==> src/tmfs_ram.sv <==
`timescale 1ns / 1ps
// ----------------------------------------------------------------------------
// tmfs_ram
// Single-port synchronous RAM with registered read.
// ----------------------------------------------------------------------------
module tmfs_ram #(
   parameter int Width = 8,
   parameter int Depth = 16
) (
   input  logic                     clock,
   input  logic                     wr_en,
   input  logic [$clog2(Depth)-1:0] addr,
   input  logic [Width-1:0]         wr_data,
   output logic [Width-1:0]         rd_data
);
   logic [Width-1:0] mem [Depth];

   always_ff @(posedge clock) begin
      if (wr_en) begin
         mem[addr] <= wr_data;
      end
      rd_data <= mem[addr];
   end
endmodule

==> config.mk <==
export PLATFORM = sky130hd
export DESIGN_NAME = tmfs_ram
export DESIGN_NICKNAME = d
export VERILOG_FILES = /design/src/tmfs_ram.sv
export SDC_FILE = /design/constraint.sdc
export NUM_CORES = 1
export LEC_CHECK = 0
export ABC_CLOCK_PERIOD_IN_PS = 1850
export BUFFER_PORTS_ARGS = -buffer_cell sky130_fd_sc_hd__buf_2
export CORE_MARGIN = 4
export CORE_UTILIZATION = 25
export CTS_CLUSTER_SIZE = 20
export DETAILED_ROUTE_END_ITERATION = 16
export PLACE_DENSITY = 0.4
export SLEW_MARGIN = 20
export SYNTH_ARGS = -nofsm -noshare
export SYNTH_HDL_FRONTEND = slang
export SYNTH_SLANG_ARGS = --single-unit
==> constraint.sdc <==
create_clock -name clock -period 1.85 [get_ports clock]
set_input_delay 0.185 -clock clock [delete_from_list [all_inputs] [get_ports clock]]
set_output_delay 0.185 -clock clock [all_outputs]
set_load 0.1 [all_outputs]
Word level (Yosys, flattened, before mapping)
Memory sizes are Yosys's and may differ from the RTL's. A register that Yosys moved wholly into a read port is not among the register bits.
Index checks and enable logic that the tools add are counted.
{"block": "word_totals", "register_bits": 0, "ram_bits": 128, "inputBits": 14, "wordCells": 3, "mem_count": 1}
{"block": "classes", "muxes": 2}
{"name": "mem", "words": 16, "width": 8, "rd": 1, "rd_ports_with_merged_regs": 1, "wr": 1, "line": "16", "rtl": "logic [Width-1:0] mem [Depth];"}
{"operator": "2-to-1 mux 1 bit", "count": 2}

Logic depth before layout (Yosys ltp)
Gate-level depths: netlist (run 1).
{"block": "depth", "ltp_word": 2, "ltp_mapped": 5, "depth_no_buf": 3}

Worst setup path after synthesis (run 1)
OpenSTA, ideal clock, no wires.
{"block": "synth_path", "kind": "input port to flip-flop", "start": "input port addr[2]", "end": "memory mem[0][0], enable pin", "arrival_time_ns": 1.295, "setup_slack_ns": 0.172, "cell_stages": 2, "n_path_buf": 0, "cell_sequence": "or3b_2 > nor3_1"}
{"item": "start: declaration", "line": "12", "rtl": "input logic [$clog2(Depth)-1:0] addr,"}
{"item": "end: declaration", "line": "16"}
No word-level cell before the write port.

Final worst setup path (run 1)
{"block": "layout_path", "start": "register rd_data[6] (read register of mem)", "end": "output port rd_data[6]"}
{"item": "start: declaration", "line": "14", "rtl": "output logic [Width-1:0] rd_data"}
No word-level cell between the ends.

==> impl_metrics.toml, run 1 <==
[synth]
synth.net_count = 244
postSynthAreaPerCell_sq_um = 22.0
synth_mux_area_frac = 0.142
synthSimpleGateAreaFrac = 0.0321
ys_warn_count = 0
synthCells = 230
ys_seq_area_frac = 0.790
ys_types = 18
synth_top_family_by_area = "multiplexers"
syn_area_sq_um = 5070
synth_xor_area_frac = 0
synth_adder_area_share = 0
ys_ff_latch = 136
synth-compound-area-share = 0.0237

[timing]
finClkSkew_ps = 6.99
period_share = 0.790
finalMaxSlewViolations = 0
post-route-min-period_ps = 1460
worst_hold_slack_ps = 163
finalHoldViolCount = 0
worst_slack_ps = 389
relSlewSlack = 0.464
worst-slew-pin-transition_ps = 802
setup_violations = 0
fmax_mhz = 685
rsz0062_at_grt = "no"
tns_ps = 0

[floorplan]
dieHeight_um = 150
die_x_um = 150
start_util = 0.257
fp.dieArea_sq_um = 22600
coreArea_sq_um = 19700
ioPinCount = 22
rows = 51

[critical_path]
critPathCaptureType = "output pin"
r2r-start = "mem[3][3]$_DFFE_PP_"
arrival_ps = 1280
max_stage_delay_ps = 460
path_buf_inv = 1
cp_data_required_time_ps = 1660
crit_start = "rd_data[6]$_DFF_P_"
slowest_stage = "buf_2"
setup.worst_path.start_class = "register"
setup.worst_path.class = "reg -> out"
path_max_fanout = 1
cp_top_family = "buffers and inverters"
crit_chain = "buf_2"

[global_routing]
grtUsageTotal = 0.106
grt_pass1_wl_mm = 16.9
antenna_found_initial = 1
met2_usage = 0.169
use_met1 = 0.138
grtUsageMet3 = 0.0331
grt_busiest_layer = "met2"
grt_max_degree = 21
grt-ovfl-total = 0
grt_pass1_vias = 2620

[hold_path]
min_from = "wr_data[7]"
holdCritPathClass = "in -> reg"

[finish]
multi_input_area_sq_um = 1000
drive_above_1_share = 0.359
fin_cells = 566
fin_area_sq_um = 6220
syn2layout_area_growth_pct = 22.8
regArea_sq_um = 4000
layout.nets = 302
nFillCells = 1903
n_antenna_cell = 0

[detailed_routing]
routedWlPerCell_um = 19.5
viasPerCell = 4.20
num_vias = 2379
detail-route-antenna-nets = 0
routed_wl_mm = 11.0
first_iter_violations = 130
drt_pass1_iterations = 4
drcViolationCount = 0

[power_and_ir_drop]
pwr-share-clk = 0.432
p_int_mw = 5.42
combPwrFrac = 0.070
power.density_nw_per_um2 = 1120
swShare = 0.222
switchingPower_mw = 1.54
leakagePower_nw = 2.04
ir_drop_v = 0.000457
seq_power_share = 0.499

[clocking]
htreeDepth = 4
cts_tree = "yes"
cts_hold_buffers = 0
cts_resized = 0
post-cts-setup-buffers = 0
clkTransAtPathRegs_ps = 60
clock_latency_ps = 410
cts_root_buffer = "clkbuf_16"
max-clock-path-buffers = 2
numCtsBuffers = 17
cts.sinks = 136

[place]
routabilityCongestion = 0.698
portBuffers = 21
dp_slack_ps = 219
dpl-instance-area_sq_um = 5700
dp_hpwl_mm = 7.42
dp_cells = 534

[flow_run]
maxCapViolations = 0

[outcome]
outcome = "complete, no violations"
## cells in the mapped netlist, drive strengths merged
master  number  share of area
a22oi       16          0.024
buf          8         0.0094
nor2b        2         0.0025
mux4        32           0.14
nand3        1        0.00099
clkbuf       3         0.0025
or3b         1         0.0017
and2         1         0.0012
nand2b       2         0.0025
nand3b       2         0.0030
edfxtp     128           0.76
nor3         4         0.0040
dfxtp        8          0.032
nor2        13         0.0096
nand2        9         0.0067
## flip-flops by register name (all words and copies together) (netlist names)
| name | cells |
|---|---|
| mem | 128 |
| rd_data | 8 |
## cells by family after synthesis
kind of cell           count (synthesis)
AOI/OAI and AO/OA                     16
DFF                                  136
buffers and inverters                 11
and+or+nand+nor                       35
muxes                                 32
## power by group through the flow
stage	combinational (mW)	sequential, mW	clock, mW
detailed placement	0.497	3.54	0
floorplan	0.177	3.67	0
finish	0.485	3.47	3.00
global placement	0.493	3.54	0
CTS	0.498	3.47	3.07
global route	0.518	3.48	3.24
## final timing paths
| kind | to | slack [ps] | cells after the start |
|---|---|---|---|
| max reg2reg | rd_data[3]$_DFF_P_ | 530 | 3 |
| min | mem[6][7]$_DFFE_PP_ | 160 | 1 |
| max | rd_data[6] | 390 | 1 |
| min reg2reg | rd_data[3]$_DFF_P_ | 670 | 3 |
## placed cells by master, fill, tap and decap left out
cell type,synthesis,routed
edfxtp_1,128,128
mux4_2,32,32
buf_4,0,26
buf_2,2,21
clkbuf_16,0,17
a22oi_1,16,16
nor2_1,13,13
nand2_1,9,9
dfxtp_1,8,8
clkinv_2,0,5
nor3_1,4,4
clkbuf_1,2,4
clkinv_1,0,3
buf_12,0,3
nor2b_1,2,2
nand3b_1,2,2
nand2b_1,2,2
and2_1,1,1
nand3_1,1,1
or3b_2,1,1
bufinv_16,0,1
clkinv_4,0,1
clkinvlp_4,0,1
## through the flow
step | power [mW] | utilization
floorplan | 3.85 | -
global placement | 4.03 | 0.289
detailed placement | 4.03 | 0.289
CTS | 7.05 | 0.316
global route | 7.23 | 0.316
finish | 6.96 | 0.316
## routing by layer
layer  part of all wire  wire [um]
met5            0.00064          7
met4              0.016        174
met3              0.031        337
met2               0.49       5390
met1               0.46       5100
## area by class of cell
cell class                      count  share of cell area
Clock buffer                       21              0.0708
Clock inverter                     11              0.0133
Sequential cell                   136               0.643
Multi-Input combinational cell     83               0.161
Tap cell                          265              0.0533
Timing Repair Buffer               50              0.0579
Note: power is estimated with default switching activity, not from simulation.
==> inputs of run 2 (changes only) <==
--- a/config.mk
+++ b/config.mk
@@ -5,7 +5,7 @@
 export SDC_FILE = /design/constraint.sdc
 export NUM_CORES = 1
 export LEC_CHECK = 0
-export ABC_CLOCK_PERIOD_IN_PS = 1850
+export ABC_CLOCK_PERIOD_IN_PS = 1400
 export BUFFER_PORTS_ARGS = -buffer_cell sky130_fd_sc_hd__buf_2
 export CORE_MARGIN = 4
 export CORE_UTILIZATION = 25
==> constraint.sdc (replaced) <==
create_clock -name clock -period 1.4 [get_ports clock]
set_input_delay 0.14 -clock clock [delete_from_list [all_inputs] [get_ports clock]]
set_output_delay 0.14 -clock clock [all_outputs]
set_load 0.1 [all_outputs]
==> run 2 against run 1 <==
Clock skew shrank 2.1 ps. Via count shrank 0.42%. Register-to-register slack lost 480 ps. Sequential power grew 32%. Routed wire length is essentially flat.
==> impl_metrics.toml, run 2 (synthesis gave the netlist of run 1 again) <==
[outcome]
outcome = "complete, no violations"

[critical_path]
path_buf_inv = 0
critPathCaptureType = "register"
max_stage_delay_ps = 500
crit_chain = "mux4_2, a22oi_1, nand2_1"
path_max_fanout = 1
cp_data_required_time_ps = 1690
arrival_ps = 1640
setup.worst_path.class = "reg -> reg"
slowest_stage = "mux4_2"
setup.worst_path.start_class = "register"
cp_top_family = "multiplexers"

[global_routing]
grtUsageTotal = 0.105
grt_max_degree = 21
grt-ovfl-total = 0
grt_pass1_wl_mm = 16.5
grt_pass1_vias = 2649
antenna_found_initial = 0

[hold_path]
holdCritPathClass = "in -> reg"

[power_and_ir_drop]
ir_drop_v = 0.000799
leakagePower_nw = 2.16
power.density_nw_per_um2 = 1530

[detailed_routing]
first_iter_violations = 109
drt_pass1_iterations = 4
detail-route-antenna-nets = 0
routedWlPerCell_um = 19.1
num_vias = 2369
routed_wl_mm = 11.0
drcViolationCount = 0
viasPerCell = 4.12

[finish]
syn2layout_area_growth_pct = 29.0
n_antenna_cell = 0
final_util = 0.331
drive_above_1_share = 0.445
fin_cells = 575
layout.nets = 311
mostFrequentLayoutCells = "128 x edfxtp_1, 32 x mux4_2, 29 x buf_4, 20 x buf_2, 17 x clkbuf_16"
largest_register = "mem"
largest_reg_flops = 128
final_common_cell = "edfxtp_1"
largestRegisters = "mem x128, rd_data x8"
fin_area_sq_um = 6540

[floorplan]
dieHeight_um = 150
die_x_um = 150
start_util = 0.257
ioPinCount = 22
fp.dieArea_sq_um = 22600
rows = 51
coreArea_sq_um = 19700

[clocking]
cts_hold_buffers = 0
clock_latency_ps = 410
numCtsBuffers = 17
htreeDepth = 4
cts.sinks = 136
cts_tree = "yes"
max-clock-path-buffers = 2
cts_root_buffer = "clkbuf_16"
clkTransAtPathRegs_ps = 60

[place]
dp_cells = 543
portBuffers = 21
dp_hpwl_mm = 7.72
routabilityCongestion = 0.705
dpl-instance-area_sq_um = 5890

[timing]
relSlewSlack = 0.464
setup_violations = 0
worst-slew-pin-transition_ps = 803
post-route-min-period_ps = 1350
finClkSkew_ps = 4.88
fmax_mhz = 742
finalMaxSlewViolations = 0
finalHoldViolCount = 0
tns_ps = 0
period_share = 0.963

[flow_run]
maxCapViolations = 0
## run 2: cell types whose count changed in the layout (fill, tap and decap cells not counted), moves of 2 or more
cell       before  now
a22oi_1        16   14
a22oi_2         0    2
buf_12          3   10
buf_4          26   29
bufinv_16       1    5
clkbuf_1        4    0
clkinv_1        3    1
nor2_1         13    1
nor2_2          0   12
## run 2: cell type report
| class | count | area (sq um) |
|---|---|---|
| Sequential cell | 136 | 4000 |
| Clock buffer | 17 | 425 |
| Timing Repair Buffer | 59 | 518 |
| Multi-Input combinational cell | 83 | 1050 |
| Tap cell | 265 | 332 |
| Clock inverter | 15 | 208 |
| Fill cell | 1865 | 13200 |
## run 2: what timing repair did
item                       in CTS  in global routing
gates resized for setup         1                  2
setup buffers                   0                  0
setup endpoints to repair       1                  2
## run 2: metal layers
| metal | share of wire | GRT usage |
|---|---|---|
| met2 | 0.50 | 0.163 |
| met5 | 0 | 0 |
| met1 | 0.46 | 0.137 |
| met4 | 0.0075 | 0.0329 |
| met3 | 0.036 | 0.0370 |
## run 2: metrics by stage
stage	hold slack, ps	setup slack [ps]	power, mW
6_report	116	52.3	10.0
5_1_grt	107	-0.499	10.4
2_1_floorplan	239	-127	5.10
3_5_place_dp	544	-225	5.37
4_1_cts	97.9	13.0	10.2
3_3_place_gp	534	-224	5.37
## run 2: power breakdown
part	total (mW)	switching, mW	internal [mW]	leakage, nW
logic	0.695	0.465	0.230	0.628
registers	4.58	0.0247	4.55	1.22
clock network	4.76	1.63	3.13	0.310
## run 2: worst paths after layout
check | from | to | slack [ps] | cells after the start
worst max register to register | mem[7][6]$_DFFE_PP_ | rd_data[6]$_DFF_P_ | 50 | 3
worst min register to register | mem[14][0]$_DFFE_PP_ | rd_data[0]$_DFF_P_ | 670 | 3
worst min-delay path | wr_data[7] | mem[1][7]$_DFFE_PP_ | 120 | 1
worst max-delay path | mem[7][6]$_DFFE_PP_ | rd_data[6]$_DFF_P_ | 50 | 3
==> inputs of run 3 (changes only) <==
--- a/config.mk
+++ b/config.mk
@@ -5,13 +5,14 @@
 export SDC_FILE = /design/constraint.sdc
 export NUM_CORES = 1
 export LEC_CHECK = 0
-export ABC_CLOCK_PERIOD_IN_PS = 1400
+export ABC_CLOCK_PERIOD_IN_PS = 1500
 export BUFFER_PORTS_ARGS = -buffer_cell sky130_fd_sc_hd__buf_2
+export CAP_MARGIN = 20
 export CORE_MARGIN = 4
-export CORE_UTILIZATION = 25
+export CORE_UTILIZATION = 60
 export CTS_CLUSTER_SIZE = 20
 export DETAILED_ROUTE_END_ITERATION = 16
-export PLACE_DENSITY = 0.4
+export PLACE_DENSITY = 0.79
 export SLEW_MARGIN = 20
 export SYNTH_ARGS = -nofsm -noshare
 export SYNTH_HDL_FRONTEND = slang
==> constraint.sdc (replaced) <==
create_clock -name clock -period 1.5 [get_ports clock]
set_input_delay 0.15 -clock clock [delete_from_list [all_inputs] [get_ports clock]]
set_output_delay 0.15 -clock clock [all_outputs]
set_load 0.1 [all_outputs]
==> run 3 against run 2 <==
Cell count down 29%. Setup slack better by 29 ps. Clock-buffer cell count up 1. Via count up 2.4%. Utilization up 41 points. Critical path type is now reg -> out. Critical endpoint is now rd_data[0].
==> impl_metrics.toml, run 3 (synthesis gave the netlist of run 1 again) <==
[timing]
worst_slack_ps = 81.7
worst-slew-pin-transition_ps = 747
fmax_mhz = 705
post-route-min-period_ps = 1420
setup_violations = 0
rsz0062_at_grt = "no"
period_share = 0.946
finalMaxSlewViolations = 0
finClkSkew_ps = 4.53
finalHoldViolCount = 0
relSlewSlack = 0.501

[global_routing]
grt_max_degree = 27
grtUsageTotal = 0.213
grt-ovfl-total = 0
antenna_found_initial = 0
grt_pass1_vias = 2633
grt_pass1_wl_mm = 15.1

[place]
dp_hpwl_mm = 6.11
dp_slack_ps = -109
dpl-instance-area_sq_um = 5540
portBuffers = 21
routabilityCongestion = 0.768

[critical_path]
setup.worst_path.class = "reg -> out"
cp_data_required_time_ps = 1350
cp_top_family = "buffers and inverters"
slowest_stage = "buf_2"
ff2ff_path_depth = 3
r2r-start = "mem[3][2]$_DFFE_PP_"
rr_endpoint = "rd_data[2]$_DFF_P_"
path_buf_inv = 1
crit_chain = "buf_2"
critPathCaptureType = "output pin"
setup.worst_path.start_class = "register"
r2r_slack_ps = 150
arrival_ps = 1270
path_max_fanout = 1
max_stage_delay_ps = 430

[floorplan]
coreArea_sq_um = 8220
fp.dieArea_sq_um = 9980
start_util = 0.617
ioPinCount = 22
die_x_um = 99.9
rows = 33
dieHeight_um = 99.9

[clocking]
clkTransAtPathRegs_ps = 60
clock_latency_ps = 510
cts_root_buffer = "clkbuf_8"
htreeDepth = 4
numCtsBuffers = 17
cts_tree = "yes"
cts_resized = 0
max-clock-path-buffers = 2
cts_hold_buffers = 0
cts.sinks = 136
post-cts-setup-buffers = 0

[hold_path]
hold_depth = 1
min_from = "wr_data[7]"
holdCritPathClass = "in -> reg"
whs_endpoint = "mem[11][7]$_DFFE_PP_"

[finish]
largestRegisters = "mem x128, rd_data x8"
n_antenna_cell = 0
layout.nets = 304
largest_register = "mem"
final_util = 0.738
drive_above_1_share = 0.380
mostFrequentLayoutCells = "128 x edfxtp_1, 32 x mux4_2, 27 x buf_4, 21 x buf_2"
syn2layout_area_growth_pct = 19.7
final_common_cell = "edfxtp_1"
largest_reg_flops = 128
fin_area_sq_um = 6060

[power_and_ir_drop]
p_int_mw = 6.60
combPwrFrac = 0.071
power.density_nw_per_um2 = 1400
seq_power_share = 0.502
pwr-share-clk = 0.427
swShare = 0.224
switchingPower_mw = 1.91
power_mw = 8.52
leakagePower_nw = 2.04
ir_drop_v = 0.000777

[detailed_routing]
drt_pass1_iterations = 4
routed_wl_mm = 9.55
routedWlPerCell_um = 23.4
detail-route-antenna-nets = 0
drcViolationCount = 0
first_iter_violations = 182
num_vias = 2427
viasPerCell = 5.95

[outcome]
outcome = "complete, no violations"

[flow_run]
maxCapViolations = 0
==> run 3: worst max-delay path by stage <==
stage	slack [ps]	end	depth (start not counted)	startpoint
5_1_grt	40	rd_data[0]	1	rd_data[0]$_DFF_P_
3_3_place_gp	-40	rd_data[2]$_DFF_P_	5	addr[0]
4_1_cts	50	rd_data[0]	1	rd_data[0]$_DFF_P_
2_1_floorplan	-90	mem[12][0]$_DFFE_PP_	3	addr[1]
6_report	80	rd_data[0]	1	rd_data[0]$_DFF_P_
3_5_place_dp	-110	rd_data[2]$_DFF_P_	5	addr[0]
==> run 3: metal layers <==
layer	vias to the layer above	share of wire	track usage
met3	11	0.052	0.0570
li1	1081	-	-
met1	1253	0.40	0.282
met5	-	0	0
met4	0	0.013	0.0756
met2	82	0.53	0.348
==> run 3: area by class of cell <==
type                       count  area (sq um)
sequential                   136          4000
multi-input combinational     83          1010
clock inverter                14           109
clock buffer                  18           418
fill                         448          2150
timing repair buffer          52           388
tap                          105           131
==> run 3: power groups by stage <==
| stage | clock (mW) | sequential (mW) | combinational, mW |
|---|---|---|---|
| finish | 3.64 | 4.27 | 0.602 |
| floorplan | 0 | 4.53 | 0.221 |
| global placement | 0 | 4.35 | 0.588 |
| CTS | 3.70 | 4.27 | 0.607 |
| detailed placement | 0 | 4.35 | 0.601 |
| global route | 3.89 | 4.28 | 0.635 |
==> run 3: metrics by stage <==
| stage | std cells | TNS, ps | hold WS, ps |
|---|---|---|---|
| 6_report | 408 | 0 | 18.0 |
| 5_1_grt | 408 | 0 | 18.4 |
| 4_1_cts | 408 | 0 | 1.28 |
| 3_5_place_dp | 376 | -322 | 544 |
| 3_3_place_gp | 376 | -115 | 536 |
| 2_1_floorplan | 230 | -7030 | 249 |
